==> config.mk <==
export PLATFORM = sky130hd
export DESIGN_NAME = lzwe_ctrl
export DESIGN_NICKNAME = d
export VERILOG_FILES = /design/src/hdl/lzwe_pkg.sv /design/src/hdl/lzwe_ctrl.sv
export SDC_FILE = /design/constraint.sdc
export NUM_CORES = 1
export LEC_CHECK = 0
export BUFFER_PORTS_ARGS = -buffer_cell sky130_fd_sc_hd__buf_2
export CAP_MARGIN = 30
export CORE_ASPECT_RATIO = 0.6
export CORE_MARGIN = 2
export CORE_UTILIZATION = 42
export DETAILED_ROUTE_END_ITERATION = 12
export GPL_ROUTABILITY_DRIVEN = 1
export SKIP_LAST_GASP = 1
export SLEW_MARGIN = 25
export SYNTH_ARGS = -nofsm -noshare
export SYNTH_HDL_FRONTEND = slang
export SYNTH_SLANG_ARGS = --single-unit
==> constraint.sdc <==
create_clock -name clk -period 12 [get_ports clk]
set_input_delay 2.4 -clock clk [delete_from_list [all_inputs] [get_ports clk]]
set_output_delay 2.4 -clock clk [all_outputs]
set_load 0.03 [all_outputs]
==> src/hdl/lzwe_pkg.sv <==
// ============================================================================
// lzwe_pkg - shared constants and types of the LZW encoder
// Default sizes, the hash multiplier and the control state encoding.
// ============================================================================
package lzwe_pkg;

  localparam int LZWE_CODE_BITS    = 12;
  localparam int LZWE_HASH_ENTRIES = 8192;
  localparam int LZWE_FIRST_FREE   = 256;
  localparam int LZWE_BYTE_W       = 8;
  localparam int LZWE_HASH_MULT    = 40503;
  localparam int LZWE_HASH_MULT_W  = 16;
  localparam int LZWE_TERM_CODE    = 0;

  typedef enum logic [2:0] {
    ST_CLEAR,
    ST_IDLE,
    ST_PROBE,
    ST_EMIT_MISS,
    ST_EMIT_PREFIX,
    ST_EMIT_TERM
  } lzwe_state_t;

endpackage

==> src/hdl/lzwe_ctrl.sv <==
// ============================================================================
// lzwe_ctrl - LZW encoder sequencer
// Hashes (prefix, byte), probes the table linearly, inserts new strings,
// emits codes and sweeps the table clear after reset and after each stream.
// ============================================================================
module lzwe_ctrl
  import lzwe_pkg::*;
#(
  parameter int CODE_BITS    = LZWE_CODE_BITS,
  parameter int HASH_ENTRIES = LZWE_HASH_ENTRIES,
  localparam int IDX_W       = $clog2(HASH_ENTRIES),
  localparam int KEY_W       = CODE_BITS + LZWE_BYTE_W,
  localparam int ENT_W       = 1 + KEY_W + CODE_BITS,
  localparam int NF_W        = CODE_BITS + 1,
  localparam int PROD_W      = KEY_W + LZWE_HASH_MULT_W
) (
  input  logic                   clk,
  input  logic                   rst_n,
  // byte input
  input  logic                   in_valid,
  output logic                   in_ready,
  input  logic [LZWE_BYTE_W-1:0] in_data_byte,
  input  logic                   in_end_of_input,
  // code output
  output logic                   emit_valid,
  input  logic                   emit_ready,
  output logic [CODE_BITS-1:0]   emit_code,
  output logic                   emit_last,
  // dictionary memory
  output logic                   rd_en,
  output logic [IDX_W-1:0]       rd_addr,
  input  logic [ENT_W-1:0]       rd_data,
  output logic                   wr_en,
  output logic [IDX_W-1:0]       wr_addr,
  output logic [ENT_W-1:0]       wr_data
);

  lzwe_state_t            state_r, state_nxt;
  logic [CODE_BITS-1:0]   prefix_r, prefix_nxt;
  logic                   have_prefix_r, have_prefix_nxt;
  logic [NF_W-1:0]        next_free_r, next_free_nxt;
  logic [LZWE_BYTE_W-1:0] byte_r, byte_nxt;
  logic                   last_r, last_nxt;
  logic [IDX_W-1:0]       slot_r, slot_nxt;
  logic [IDX_W-1:0]       probe_cnt_r, probe_cnt_nxt;
  logic [IDX_W-1:0]       clr_addr_r, clr_addr_nxt;

  logic [KEY_W-1:0]       in_key;
  logic [KEY_W-1:0]       probe_key;
  logic [PROD_W-1:0]      hash_prod;
  logic [IDX_W-1:0]       hash_slot;
  logic                   ent_valid;
  logic [KEY_W-1:0]       ent_key;
  logic [CODE_BITS-1:0]   ent_code;

  assign in_key    = {prefix_r, in_data_byte};
  assign probe_key = {prefix_r, byte_r};
  assign hash_prod = PROD_W'(in_key) * PROD_W'(LZWE_HASH_MULT);
  assign hash_slot = hash_prod[IDX_W-1:0];

  assign ent_valid = rd_data[ENT_W-1];
  assign ent_key   = rd_data[ENT_W-2 -: KEY_W];
  assign ent_code  = rd_data[CODE_BITS-1:0];

  always_ff @(posedge clk) begin
    if (!rst_n) begin
      state_r       <= ST_CLEAR;
      prefix_r      <= '0;
      have_prefix_r <= 1'b0;
      next_free_r   <= NF_W'(LZWE_FIRST_FREE);
      clr_addr_r    <= '0;
    end else begin
      state_r       <= state_nxt;
      prefix_r      <= prefix_nxt;
      have_prefix_r <= have_prefix_nxt;
      next_free_r   <= next_free_nxt;
      clr_addr_r    <= clr_addr_nxt;
    end
  end

  always_ff @(posedge clk) begin
    byte_r      <= byte_nxt;
    last_r      <= last_nxt;
    slot_r      <= slot_nxt;
    probe_cnt_r <= probe_cnt_nxt;
  end

  always_comb begin
    state_nxt       = state_r;
    prefix_nxt      = prefix_r;
    have_prefix_nxt = have_prefix_r;
    next_free_nxt   = next_free_r;
    byte_nxt        = byte_r;
    last_nxt        = last_r;
    slot_nxt        = slot_r;
    probe_cnt_nxt   = probe_cnt_r;
    clr_addr_nxt    = clr_addr_r;
    in_ready        = 1'b0;
    emit_valid      = 1'b0;
    emit_code       = prefix_r;
    emit_last       = 1'b0;
    rd_en           = 1'b0;
    rd_addr         = hash_slot;
    wr_en           = 1'b0;
    wr_addr         = slot_r;
    wr_data         = {1'b1, probe_key, next_free_r[CODE_BITS-1:0]};

    case (state_r)
      ST_CLEAR: begin
        wr_en        = 1'b1;
        wr_addr      = clr_addr_r;
        wr_data      = '0;
        clr_addr_nxt = clr_addr_r + 1'b1;
        if (clr_addr_r == IDX_W'(HASH_ENTRIES - 1)) begin
          state_nxt = ST_IDLE;
        end
      end

      ST_IDLE: begin
        in_ready = 1'b1;
        if (in_valid) begin
          byte_nxt = in_data_byte;
          last_nxt = in_end_of_input;
          if (!have_prefix_r) begin
            prefix_nxt      = CODE_BITS'(in_data_byte);
            have_prefix_nxt = 1'b1;
            state_nxt       = in_end_of_input ? ST_EMIT_PREFIX : ST_IDLE;
          end else begin
            rd_en         = 1'b1;
            slot_nxt      = hash_slot;
            probe_cnt_nxt = '0;
            state_nxt     = ST_PROBE;
          end
        end
      end

      ST_PROBE: begin
        if (!ent_valid) begin
          // free slot: learn the string while codes remain
          if (!next_free_r[CODE_BITS]) begin
            wr_en         = 1'b1;
            next_free_nxt = next_free_r + 1'b1;
          end
          state_nxt = ST_EMIT_MISS;
        end else if (ent_key == probe_key) begin
          prefix_nxt = ent_code;
          state_nxt  = last_r ? ST_EMIT_PREFIX : ST_IDLE;
        end else if (probe_cnt_r == IDX_W'(HASH_ENTRIES - 1)) begin
          // every slot taken: emit without learning
          state_nxt = ST_EMIT_MISS;
        end else begin
          rd_en         = 1'b1;
          rd_addr       = slot_r + 1'b1;
          slot_nxt      = slot_r + 1'b1;
          probe_cnt_nxt = probe_cnt_r + 1'b1;
        end
      end

      ST_EMIT_MISS: begin
        emit_valid = 1'b1;
        if (emit_ready) begin
          prefix_nxt = CODE_BITS'(byte_r);
          state_nxt  = last_r ? ST_EMIT_PREFIX : ST_IDLE;
        end
      end

      ST_EMIT_PREFIX: begin
        emit_valid = 1'b1;
        if (emit_ready) begin
          state_nxt = ST_EMIT_TERM;
        end
      end

      ST_EMIT_TERM: begin
        emit_valid = 1'b1;
        emit_code  = CODE_BITS'(LZWE_TERM_CODE);
        emit_last  = 1'b1;
        if (emit_ready) begin
          state_nxt       = ST_CLEAR;
          clr_addr_nxt    = '0;
          prefix_nxt      = '0;
          have_prefix_nxt = 1'b0;
          next_free_nxt   = NF_W'(LZWE_FIRST_FREE);
        end
      end

      default: begin
        state_nxt    = ST_CLEAR;
        clr_addr_nxt = '0;
      end
    endcase
  end

  a_code_space: assert property (@(posedge clk) disable iff (!rst_n)
    next_free_r <= NF_W'(1 << CODE_BITS))
    else $error("next free code ran past the code space");

  a_empty_dict: assert property (@(posedge clk) disable iff (!rst_n)
    !have_prefix_r |-> (next_free_r == NF_W'(LZWE_FIRST_FREE)))
    else $error("codes allocated with no prefix held");

  a_insert_free_slot: assert property (@(posedge clk) disable iff (!rst_n)
    (state_r == ST_PROBE && wr_en) |-> !ent_valid)
    else $error("insert overwrote a live entry");

  a_term_then_clear: assert property (@(posedge clk) disable iff (!rst_n)
    (emit_valid && emit_ready && emit_last) |=> (state_r == ST_CLEAR && clr_addr_r == '0))
    else $error("terminator not followed by a table sweep");

endmodule

---- Word level (Yosys, flattened, before mapping) ----
Cells that the tools add are included.
word-level totals
  output and inout port bits .............. 76
  register bits ........................... 77
  input bits .............................. 46
  word-level logic and storage cells ...... 112
operators by class
  bitwise logic cells ..................... 1
  $add $sub $neg .......................... 4
  multiply operators ...................... 1
  eq/ne operators ......................... 22
  mux-type cells .......................... 59
  reduce and logical (&&, ||, !) cells .... 15
operators by type and width
  kind                                                  number
  two-way mux 13 bit                                    19
  two-way mux 12 bit                                    7
  one-hot mux 13 bit (2 select lines)                   3
  adder 13 x 1 -> 13 bit (second input constant)        4
  one-hot mux 12 bit (4 select lines)                   1
  one-hot mux 13 bit (3 select lines)                   1
  two-way mux 3 bit                                     11
  two-way mux 33 bit                                    1
  equality test 13 bit (second input constant)          2
  != test 2 bit (second input constant)                 13
  equality test 20 bit                                  1
  multiplier 20 x 16 -> 13 bit (second input constant)  1
  one-hot mux 3 bit (6 select lines)                    1
  two-way mux 1 bit                                     12
  AND reduction 6 bit                                   2
  AND reduction 7 bit                                   1
  equality test 3 x 2 -> 1 bit (second input constant)  2
  equality test 3 bit (second input constant)           2
  one-hot mux 1 bit (2 select lines)                    3
  AND reduction 3 bit                                   2
  nonzero test 2 bit                                    3
  != test 4 bit (second input constant)                 1
  AND reduction 2 bit                                   2
  AND reduction 4 bit                                   1
  other kinds (6)                                       6

---- Logic depth before layout (Yosys ltp) ----
Gate-level depths: netlist (run 1).
  depth in word-level cells ............... 5
  depth in mapped cells ................... 16
  mapped depth without buffers ............ 16

---- Worst setup path after synthesis (run 1) ----
Ideal clock, no wire load.
  kind .................................... input-to-output
  from .................................... input in_data_byte[5]
  to ...................................... output rd_addr[10]
  cell stages on the path ................. 15
  data arrival time ....................... 6114 ps
  required time ........................... 9600 ps
  path buffers ............................ 0
  setup slack ............................. 3486 ps
  cells stage by stage .................... ha_1 > fa_1 > inv_1 > fa_1 > inv_1 > ha_1 > inv_1 > fa_1 > inv_1 > ha_1 > a21oi_1 > a2bb2oi_1 > nor2b_1 > xor2_1 > mux2i_1
between the ends
  cells in the longest elaborated chain, start to end .. 5
ends and longest elaborated chain
  what                            RTL line          source
  start: declaration              lzwe_ctrl.sv:22   input logic [LZWE_BYTE_W-1:0] in_data_byte,
  multiplier 20 x 16 -> 13 bit *  lzwe_ctrl.sv:58   assign hash_prod = PROD_W'(in_key) * PROD_W'(LZWE_HASH_MULT);
  two-way mux 13 bit              lzwe_ctrl.sv:148  end else if (probe_cnt_r == IDX_W'(HASH_ENTRIES - 1)) begin
  two-way mux 13 bit              lzwe_ctrl.sv:145  end else if (ent_key == probe_key) begin
  two-way mux 13 bit              lzwe_ctrl.sv:138  if (!ent_valid) begin
  two-way mux 13 bit *            lzwe_ctrl.sv:108  case (state_r)
  end: declaration                lzwe_ctrl.sv:31   output logic [IDX_W-1:0] rd_addr,
Every way passes the cells marked *; elsewhere a longest branch is shown, timed or not.

---- Worst setup path in the final report (run 1) ----
Same ends and word-level chain as after synthesis.

==> impl_summary.txt, run 1 <==
----------------------------------------------------
[Status]
  Result of the run ... finished, final reports clean

[Layout]
  Net count of the finished layout ... 932
  Combined area of the multi-input logic cells ... 3940 µm²
  Final Cell Area ... 7360 µm²
  Fraction of final layout cells sized beyond drive strength 1 ... roughly a fifth
  Layout-stage area growth over the synthesis result ... 18.8%
  Area of all sequential standard cells ... roughly 1900 µm²
  Filler instances ... 1,367
  Util after Layout ... 50.9%
  Antenna cell count ... 0

[Setup path]
  Crit path buffers/inverters ... 6
  Flop2flop setup slack ... 7660 ps
  Cell breakdown of the critical path ... buf_2 -> ha_1 -> fa_1 -> inv_1 -> fa_1 -> inv_1 -> ha_1 -> inv_1 -> fa_1 -> inv_1 -> ha_1 -> a21oi_1 -> a2bb2oi_1 -> nor2b_1 -> xor2_1 -> mux2i_1 -> buf_2
  Sort of element at the end of the critical path ... primary output
  Worst setup path category ... primary input to primary output
  Critical path's top delay family ... adder cells
  Largest stage delay, worst path ... 520 ps
  CP arrival ... approximately 6400 ps
  Library cell appearing most often on the critical path ... sky130_fd_sc_hd__inv_1
  Standard cell with the maximum stage delay on the critical path ... sky130_fd_sc_hd__fa_1
  Maximum fanout encountered on the critical timing path ... 6
  CP Launch Type ... primary input
  Required time at the endpoint of the critical path ... 9600 ps

[Routing]
  Routed via count divided by cell count ... 5.28
  Total via count in the routed design ... 5,383
  Antenna viol nets, final ... 0
  Violation count after the first detailed-route iteration ... 447
  Post-detailed-route wirelength per cell ... 16.5 µm
  Post-Route WL ... 16,800 µm
  Number of optimization iterations in the first detailed-route pass ... 5
  Post-route DRC ... 0

[Yosys]
  Commonest register cell after synthesis ... sky130_fd_sc_hd__dfxtp_1
  Sequential share of the synthesized area ... 30.5%
  Syn Std Cell Area ... about 6200 µm²
  Flops & latches, synth ... 77
  Top cells by area in the synthesized netlist ... sky130_fd_sc_hd__edfxtp_1 17%, sky130_fd_sc_hd__dfxtp_1 14%, sky130_fd_sc_hd__ha_1 9.1%, sky130_fd_sc_hd__fa_1 8.1%, sky130_fd_sc_hd__xnor2_1 6.8%
  Cell variety after synth ... 48
  Synthesized instance count ... 705
  Number of enable-type register cells in the synthesized netlist ... 35
  Post-synthesis cell type with the largest combined area ... sky130_fd_sc_hd__edfxtp_1
  Number of nets produced by synthesis ... 821
  Proportion of netlist area held by the largest area contributor ... 17.0%
  Mapped Avg Cell Area ... about 8.8 µm²
  Synth async-reset ratio ... 0%
  Number of warnings printed during yosys synthesis ... 0

[Floorplanning]
  IO Count ... 122
  Die Outline Area ... 15,800 µm²
  Number of core rows ... 34
  Starting density of the core ... 42.8%
  Die W ... between 150 and 200 µm
  Height of the die ... 98.1 µm
  Core area ... 14,500 µm²

[CTS]
  Post-CTS Repair Setup Buffers ... 0
  H-tree depth reported by CTS ... 3
  Post-cts resize count ... 0
  Maximum clock path buffer count ... 2
  Clock root buffer ... sky130_fd_sc_hd__clkbuf_16
  Number of buffers created by CTS ... 9
  Clock transition at the registers of the reported paths ... 60 ps
  TritonCTS clock tree ... done
  Sink count of the clock tree ... 77
  Number of hold-repair buffers added at the cts stage ... 0
  Source-to-sink clock delay at the later pin of the worst-skew pair ... 340 ps

[Global routing]
  Total GRT Usage ... 21.2%
  Pin count of the biggest net entering global routing ... 31
  Antenna violations before repair ... 0
  Total global routing overflow ... 0
  Number of global-route vias before repair ... 5,182
  Global-route wire length before repair ... between 20,000 and 30,000 µm

[Timing]
  Final worst-path setup slack ... about 3200 ps
  Final critical-path share of the clock period ... between 70% and 80%
  Sum of negative setup slack ... 0 ps
  Fmax ... 114 MHz
  Final-report max-slew violation count ... 0
  Crit path time final ... 8760 ps
  Final setup fails ... 0
  Setup clock skew after layout ... approximately 7 ps
  Hold violation total from the final report ... 0
  RSZ-0062 raised after global routing ... false
  Slew margin rel. ... a little under two fifths
  Slew of the pin with the lowest slew margin ... about 940 ps

[Flow run]
  Max-Cap Viols ... 0

[Placed design]
  Quantity of I/O buffers inserted on ports ... 121
  Hpwl dp ... 13,200 µm
  Routability congestion estimate from global placement ... 0.863
  Pre-CTS setup slack ... 3220 ps
  Placement-stage cell area ... 7010 µm²

[Worst hold path]
  Worst min-delay path class ... register to register

[Power]
  VDD IR max ... 0.126 mV
  Ratio of total power to cell area ... 150 nW/µm²
  Leakage Power ... 3.27 nW
  Sum of internal, switching and leakage power ... 1.10 mW

----------------------------------------------------
[worst reg2reg max path: stages (launching register included)]
cell and delay (ps):
sky130_fd_sc_hd__dfxtp_1 580, sky130_fd_sc_hd__ha_1 340, sky130_fd_sc_hd__inv_1 80, sky130_fd_sc_hd__fa_1 450, sky130_fd_sc_hd__fa_1 520, sky130_fd_sc_hd__inv_1 40
sky130_fd_sc_hd__ha_1 260, sky130_fd_sc_hd__inv_1 50, sky130_fd_sc_hd__fa_1 530, sky130_fd_sc_hd__inv_1 40, sky130_fd_sc_hd__ha_1 360, sky130_fd_sc_hd__nand2_1 100
sky130_fd_sc_hd__a2bb2oi_1 210, sky130_fd_sc_hd__nor2b_1 190, sky130_fd_sc_hd__xor2_1 190, sky130_fd_sc_hd__mux2i_1 110
[final cells by class]
class                      count  area share, %
clock inverter                 2          0.187
tap                          198           3.36
multi-input combinational    530           53.5
clock buffer                  14           4.60
inverter                      70           3.57
timing repair buffer         128           9.04
sequential                    77           25.7
[Yosys cell counts, types with 3 or more instances]
library cell / n
sky130_fd_sc_hd__xnor2_1: 48
sky130_fd_sc_hd__o2bb2ai_1: 5
sky130_fd_sc_hd__and2_1: 32
sky130_fd_sc_hd__nor2_1: 56
sky130_fd_sc_hd__nand3_1: 17
sky130_fd_sc_hd__fa_1: 25
sky130_fd_sc_hd__a21oi_1: 32
sky130_fd_sc_hd__o211ai_1: 9
sky130_fd_sc_hd__mux2_2: 5
sky130_fd_sc_hd__nor3_1: 13
sky130_fd_sc_hd__edfxtp_1: 35
sky130_fd_sc_hd__clkbuf_1: 21
sky130_fd_sc_hd__mux2i_1: 31
sky130_fd_sc_hd__buf_1: 4
sky130_fd_sc_hd__and3_1: 6
sky130_fd_sc_hd__inv_1: 70
sky130_fd_sc_hd__o21ai_0: 18
sky130_fd_sc_hd__ha_1: 45
sky130_fd_sc_hd__o31ai_1: 3
sky130_fd_sc_hd__nand4_1: 12
sky130_fd_sc_hd__xor2_1: 26
sky130_fd_sc_hd__and4_1: 6
sky130_fd_sc_hd__nand2_1: 90
sky130_fd_sc_hd__nor2b_1: 13
sky130_fd_sc_hd__a21o_1: 4
sky130_fd_sc_hd__dfxtp_1: 42
sky130_fd_sc_hd__or3_1: 8
[metrics by stage]
step           cells  hold slack (ps)
2_1_floorplan    705              461
3_3_place_gp    1002              485
3_5_place_dp    1003              491
4_1_cts         1019              499
5_1_grt         1019              526
6_report        1019              500
[kinds of logic (layout without fill, tap and decap cells)]
kind of cell	Yosys count	after routing	share of synthesized area, %
AND/OR/NAND/NOR	261	261	20.5
buffers and inverters	98	214	6.10
AO/OA/AOI/OAI	89	89	9.33
flip-flops	77	77	30.5
XOR/XNOR	74	74	10.5
adder cells (fa/ha/maj)	70	70	17.2
multiplexers	36	36	5.92
[sequential cells by signal, summed over array words and instances (netlist names), 3 cells and up]
name,flops
clr_addr_r,13
byte_r,8
next_free_r,13
probe_cnt_r,13
prefix_r,12
state_r,3
slot_r,13
[layout by cell type, fill, tap and decap left out, types with 6 or more instances in the layout]
cell / synthesis / final
sky130_fd_sc_hd__o21ai_0: 18 / 18
sky130_fd_sc_hd__ha_1: 45 / 45
sky130_fd_sc_hd__or3_1: 8 / 8
sky130_fd_sc_hd__nand3_1: 17 / 17
sky130_fd_sc_hd__mux2i_1: 31 / 31
sky130_fd_sc_hd__nor2b_1: 13 / 13
sky130_fd_sc_hd__nand4_1: 12 / 12
sky130_fd_sc_hd__nand2_1: 90 / 90
sky130_fd_sc_hd__inv_1: 70 / 70
sky130_fd_sc_hd__xnor2_1: 48 / 48
sky130_fd_sc_hd__buf_2: 2 / 121
sky130_fd_sc_hd__and3_1: 6 / 6
sky130_fd_sc_hd__nor3_1: 13 / 11
sky130_fd_sc_hd__a21oi_1: 32 / 32
sky130_fd_sc_hd__nor2_1: 56 / 56
sky130_fd_sc_hd__xor2_1: 26 / 26
sky130_fd_sc_hd__dfxtp_1: 42 / 42
sky130_fd_sc_hd__and2_1: 32 / 32
sky130_fd_sc_hd__edfxtp_1: 35 / 35
sky130_fd_sc_hd__and4_1: 6 / 6
sky130_fd_sc_hd__buf_4: 0 / 6
sky130_fd_sc_hd__o211ai_1: 9 / 9
sky130_fd_sc_hd__clkbuf_16: 0 / 13
sky130_fd_sc_hd__fa_1: 25 / 25
[layer usage]
metal	global-route usage, %	up-vias	share of wire [%]
met4	4.19	0	0.87
met3	5.73	12	8.5
met5	0	-	0
li1	-	2599	-
met1	31.5	2553	49
met2	31.1	219	42
[worst paths after layout]
| path | end | from | cells past startpoint |
|---|---|---|---|
| worst max-delay path | rd_addr[10] | in_data_byte[5] | 17 |
| worst min-delay path | prefix_r[8] | prefix_r[8] | 2 |
| worst max register to register | slot_r[10] | prefix_r[0] | 15 |
| worst min register to register | prefix_r[8] | prefix_r[8] | 2 |
[where the power goes]
part / leakage, nW / internal, mW / total, mW / switching, mW
clock: 0.175 / 0.196 / 0.309 / 0.113
combinational: 2.41 / 0.181 / 0.504 / 0.323
sequential: 0.688 / 0.290 / 0.291 / 0.00103
Note: power is estimated with default switching activity, not from simulation.
==> run 2: changes to the inputs <==
- clock period: 12 -> 9.1 ns (I/O delays scaled with it)
==> run 2 against run 1 <==
  * Sequential cell count did not move
  * Non-clock buffer count unchanged
  * Sequential share of layout area up 0.15 points
  * Critical path depth unchanged
  * Global-route usage is essentially flat
  * Clock power grew 21%
  * Largest cell class unchanged
  * First-iteration DRC count down 3.8%
  * Wire length grew 0.11%
  * Core utilization decreased by 0.29 points
==> impl_summary.txt, run 2 (synthesized netlist as in run 1, its figures left out) <==
----------------------------------------------------
[Status]
  Result of the run ... finished, final reports clean

[Timing]
  Final-report max-slew violation count ... 0 (unchanged)
  Final setup fails ... 0 (unchanged)
  Sum of negative setup slack ... 0 ps (unchanged)
  Fmax ... ~130 MHz
  Final critical-path share of the clock period ... between 80% and 90%
  Setup clock skew after layout ... 8.26 ps (+1.24 ps)
  Slew of the pin with the lowest slew margin ... 959 ps (+23.0 ps)
  RSZ-0062 raised after global routing ... false
  Smallest hold slack ... 501 ps (+0.928 ps)
  Crit path time final ... 7610 ps
  Slew margin rel. ... 36.0% (-1.5 points)
  Hold violation total from the final report ... 0 (unchanged)

[Floorplanning]
  Number of core rows ... 34 (unchanged)
  Core area ... 14,500 µm² (unchanged)
  Die Outline Area ... 15,800 µm² (unchanged)
  Starting density of the core ... 42.8% (unchanged)
  Die W ... 161 µm (unchanged)
  Height of the die ... 98.1 µm (unchanged)
  IO Count ... 122 (unchanged)

[CTS]
  Clock transition at the registers of the reported paths ... 60 ps (about the same)
  H-tree depth reported by CTS ... 3 (unchanged)
  Post-CTS Repair Setup Buffers ... 0 (unchanged)
  TritonCTS clock tree ... done
  Source-to-sink clock delay at the later pin of the worst-skew pair ... 340 ps (about the same)
  Post-cts resize count ... 0 (unchanged)
  Number of buffers created by CTS ... 9 (unchanged)
  Number of hold-repair buffers added at the cts stage ... 0 (unchanged)
  Clock root buffer ... sky130_fd_sc_hd__clkbuf_16
  Maximum clock path buffer count ... 2 (unchanged)
  Sink count of the clock tree ... 77 (unchanged)

[Routing]
  Post-detailed-route wirelength per cell ... 16.5 µm (+0.11%)
  Total via count in the routed design ... 5,365 (-0.33%)
  Post-Route WL ... 16,800 µm (+0.11%)
  Number of optimization iterations in the first detailed-route pass ... 5 (unchanged)
  Post-route DRC ... 0 (unchanged)
  Violation count after the first detailed-route iteration ... 430 (-3.8%)
  Antenna viol nets, final ... 0 (unchanged)
  Routed via count divided by cell count ... 5.26 (-0.33%)

[Layout]
  Most common library cell in the layout ignoring fill and taps ... sky130_fd_sc_hd__buf_2
  Non-filler cells in the finished layout ... 1,019 (unchanged)
  Net count of the finished layout ... 932 (unchanged)
  Most frequent cells in the layout ... 121 x sky130_fd_sc_hd__buf_2, 90 x sky130_fd_sc_hd__nand2_1, 70 x sky130_fd_sc_hd__inv_1, 56 x sky130_fd_sc_hd__nor2_1, 48 x sky130_fd_sc_hd__xnor2_1
  Antenna cell count ... 0 (unchanged)
  Util after Layout ... 50.6% (-0.29 points)
  Fraction of final layout cells sized beyond drive strength 1 ... 19.0% (unchanged)
  Layout-stage area growth over the synthesis result ... 18.2%

[Global routing]
  Number of global-route vias before repair ... 5,108 (-1.4%)
  Total global routing overflow ... 0 (unchanged)
  Pin count of the biggest net entering global routing ... 31 (unchanged)
  Antenna violations before repair ... 0 (unchanged)
  Total GRT Usage ... 21.2% (-0.024 points)
  Global-route wire length before repair ... 26,700 µm (-0.21%)

[Power]
  VDD IR max ... 0.164 mV (+30%)
  Sum of internal, switching and leakage power ... 1.42 mW (+29%)
  Power share of the clock group ... 26.3% (-1.7 points)
  Net switching component of the power ... 0.583 mW (+34%)
  Leakage Power ... 3.25 nW (-0.67%)
  Share of total power in sequential cells ... 26.9% (+0.6 points)
  Share of power burned in combinational logic ... 46.8% (+1.1 points)
  Switching power as a share of total power ... 41.0% (+1.4 points)
  Power Internal ... 0.840 mW (+26%)
  Ratio of total power to cell area ... 194 nW/µm² (+30%)

[Setup path]
  Cell breakdown of the critical path ... buf_2 -> ha_1 -> fa_1 -> inv_1 -> fa_1 -> inv_1 -> ha_1 -> inv_1 -> fa_1 -> inv_1 -> ha_1 -> a21oi_1 -> a2bb2oi_1 -> a21oi_1 -> xnor2_1 -> mux2i_1 -> buf_2
  Crit path buffers/inverters ... 6 (unchanged)
  Maximum fanout encountered on the critical timing path ... 6 (unchanged)
  Standard cell with the maximum stage delay on the critical path ... sky130_fd_sc_hd__fa_1
  CP arrival ... 5790 ps (-570 ps)
  Worst setup path category ... primary input to primary output
  Largest stage delay, worst path ... 520 ps (about the same)
  CP Launch Type ... primary input
  Required time at the endpoint of the critical path ... 7280 ps (-2320 ps)
  Sort of element at the end of the critical path ... primary output
  Critical path's top delay family ... adder cells
  Library cell appearing most often on the critical path ... sky130_fd_sc_hd__inv_1

[Placed design]
  Hpwl dp ... 13,200 µm (+0.40%)
  Routability congestion estimate from global placement ... 0.863 (unchanged)
  Quantity of I/O buffers inserted on ports ... 121 (unchanged)
  Cell Count Post-Placement ... 1,003 (unchanged)

[Worst hold path]
  Worst min-delay path class ... register to register

[Flow run]
  Max-Cap Viols ... 0 (unchanged)

----------------------------------------------------
==> run 2: changes by cell type in the layout (fill, tap and decap cells not counted), sizes merged <==
cell	before	now
clkinv	2	0
clkbuf	14	11
inv	70	74
clkinvlp	0	1
==> run 2: metrics by stage <==
stage               area, µm²  setup WS (ps)
finish                   7320           1490
global route             7320           1290
detailed placement       7010           1480
CTS                      7320           1480
floorplan                6200           1750
global placement         6990           1540
==> run 2: cell type report <==
cell class                      count  area, µm²
Fill cell                        1399       7140
Multi-Input combinational cell    530       3940
Sequential cell                    77       1890
Timing Repair Buffer              128        666
Clock buffer                       11        275
Inverter                           70        263
Tap cell                          198        248
Clock inverter                      5       35.0
==> run 2: worst paths after layout <==
check                  startpoint           end  slack (ps)  depth (start not counted)
hold reg to reg      prefix_r[10]  prefix_r[10]         500                          2
hold / removal       prefix_r[10]  prefix_r[10]         500                          2
setup reg to reg      prefix_r[0]    slot_r[10]        4780                         15
setup / recovery  in_data_byte[5]   rd_addr[12]        1490                         17
==> run 2: worst register-to-register path: cells and delay by family (launching register included) <==
family          cells  cell delay (ps)
buf+inv             4              210
flops               1              580
fa+ha+maj           6             2440
compound gates      1              210
mux                 1              110
simple gates        2              280
xor+xnor            1              200
==> run 2: per-layer routing <==
| layer | global-route usage [%] | wire, µm | part of all wire [%] |
|---|---|---|---|
| met5 | 0 | 0 | 0 |
| met4 | 3.78 | 117 | 0.70 |
| met3 | 4.84 | 1200 | 7.2 |
| met2 | 30.8 | 7200 | 43 |
| met1 | 32.4 | 8290 | 49 |
==> run 2: power by group through the flow <==
stage	Combinational (mW)	Sequential, mW	Clock (mW)
finish	0.666	0.383	0.375
global route	0.730	0.383	0.393
CTS	0.672	0.383	0.379
detailed placement	0.668	0.391	0
global placement	0.660	0.391	0
floorplan	0.478	0.391	0
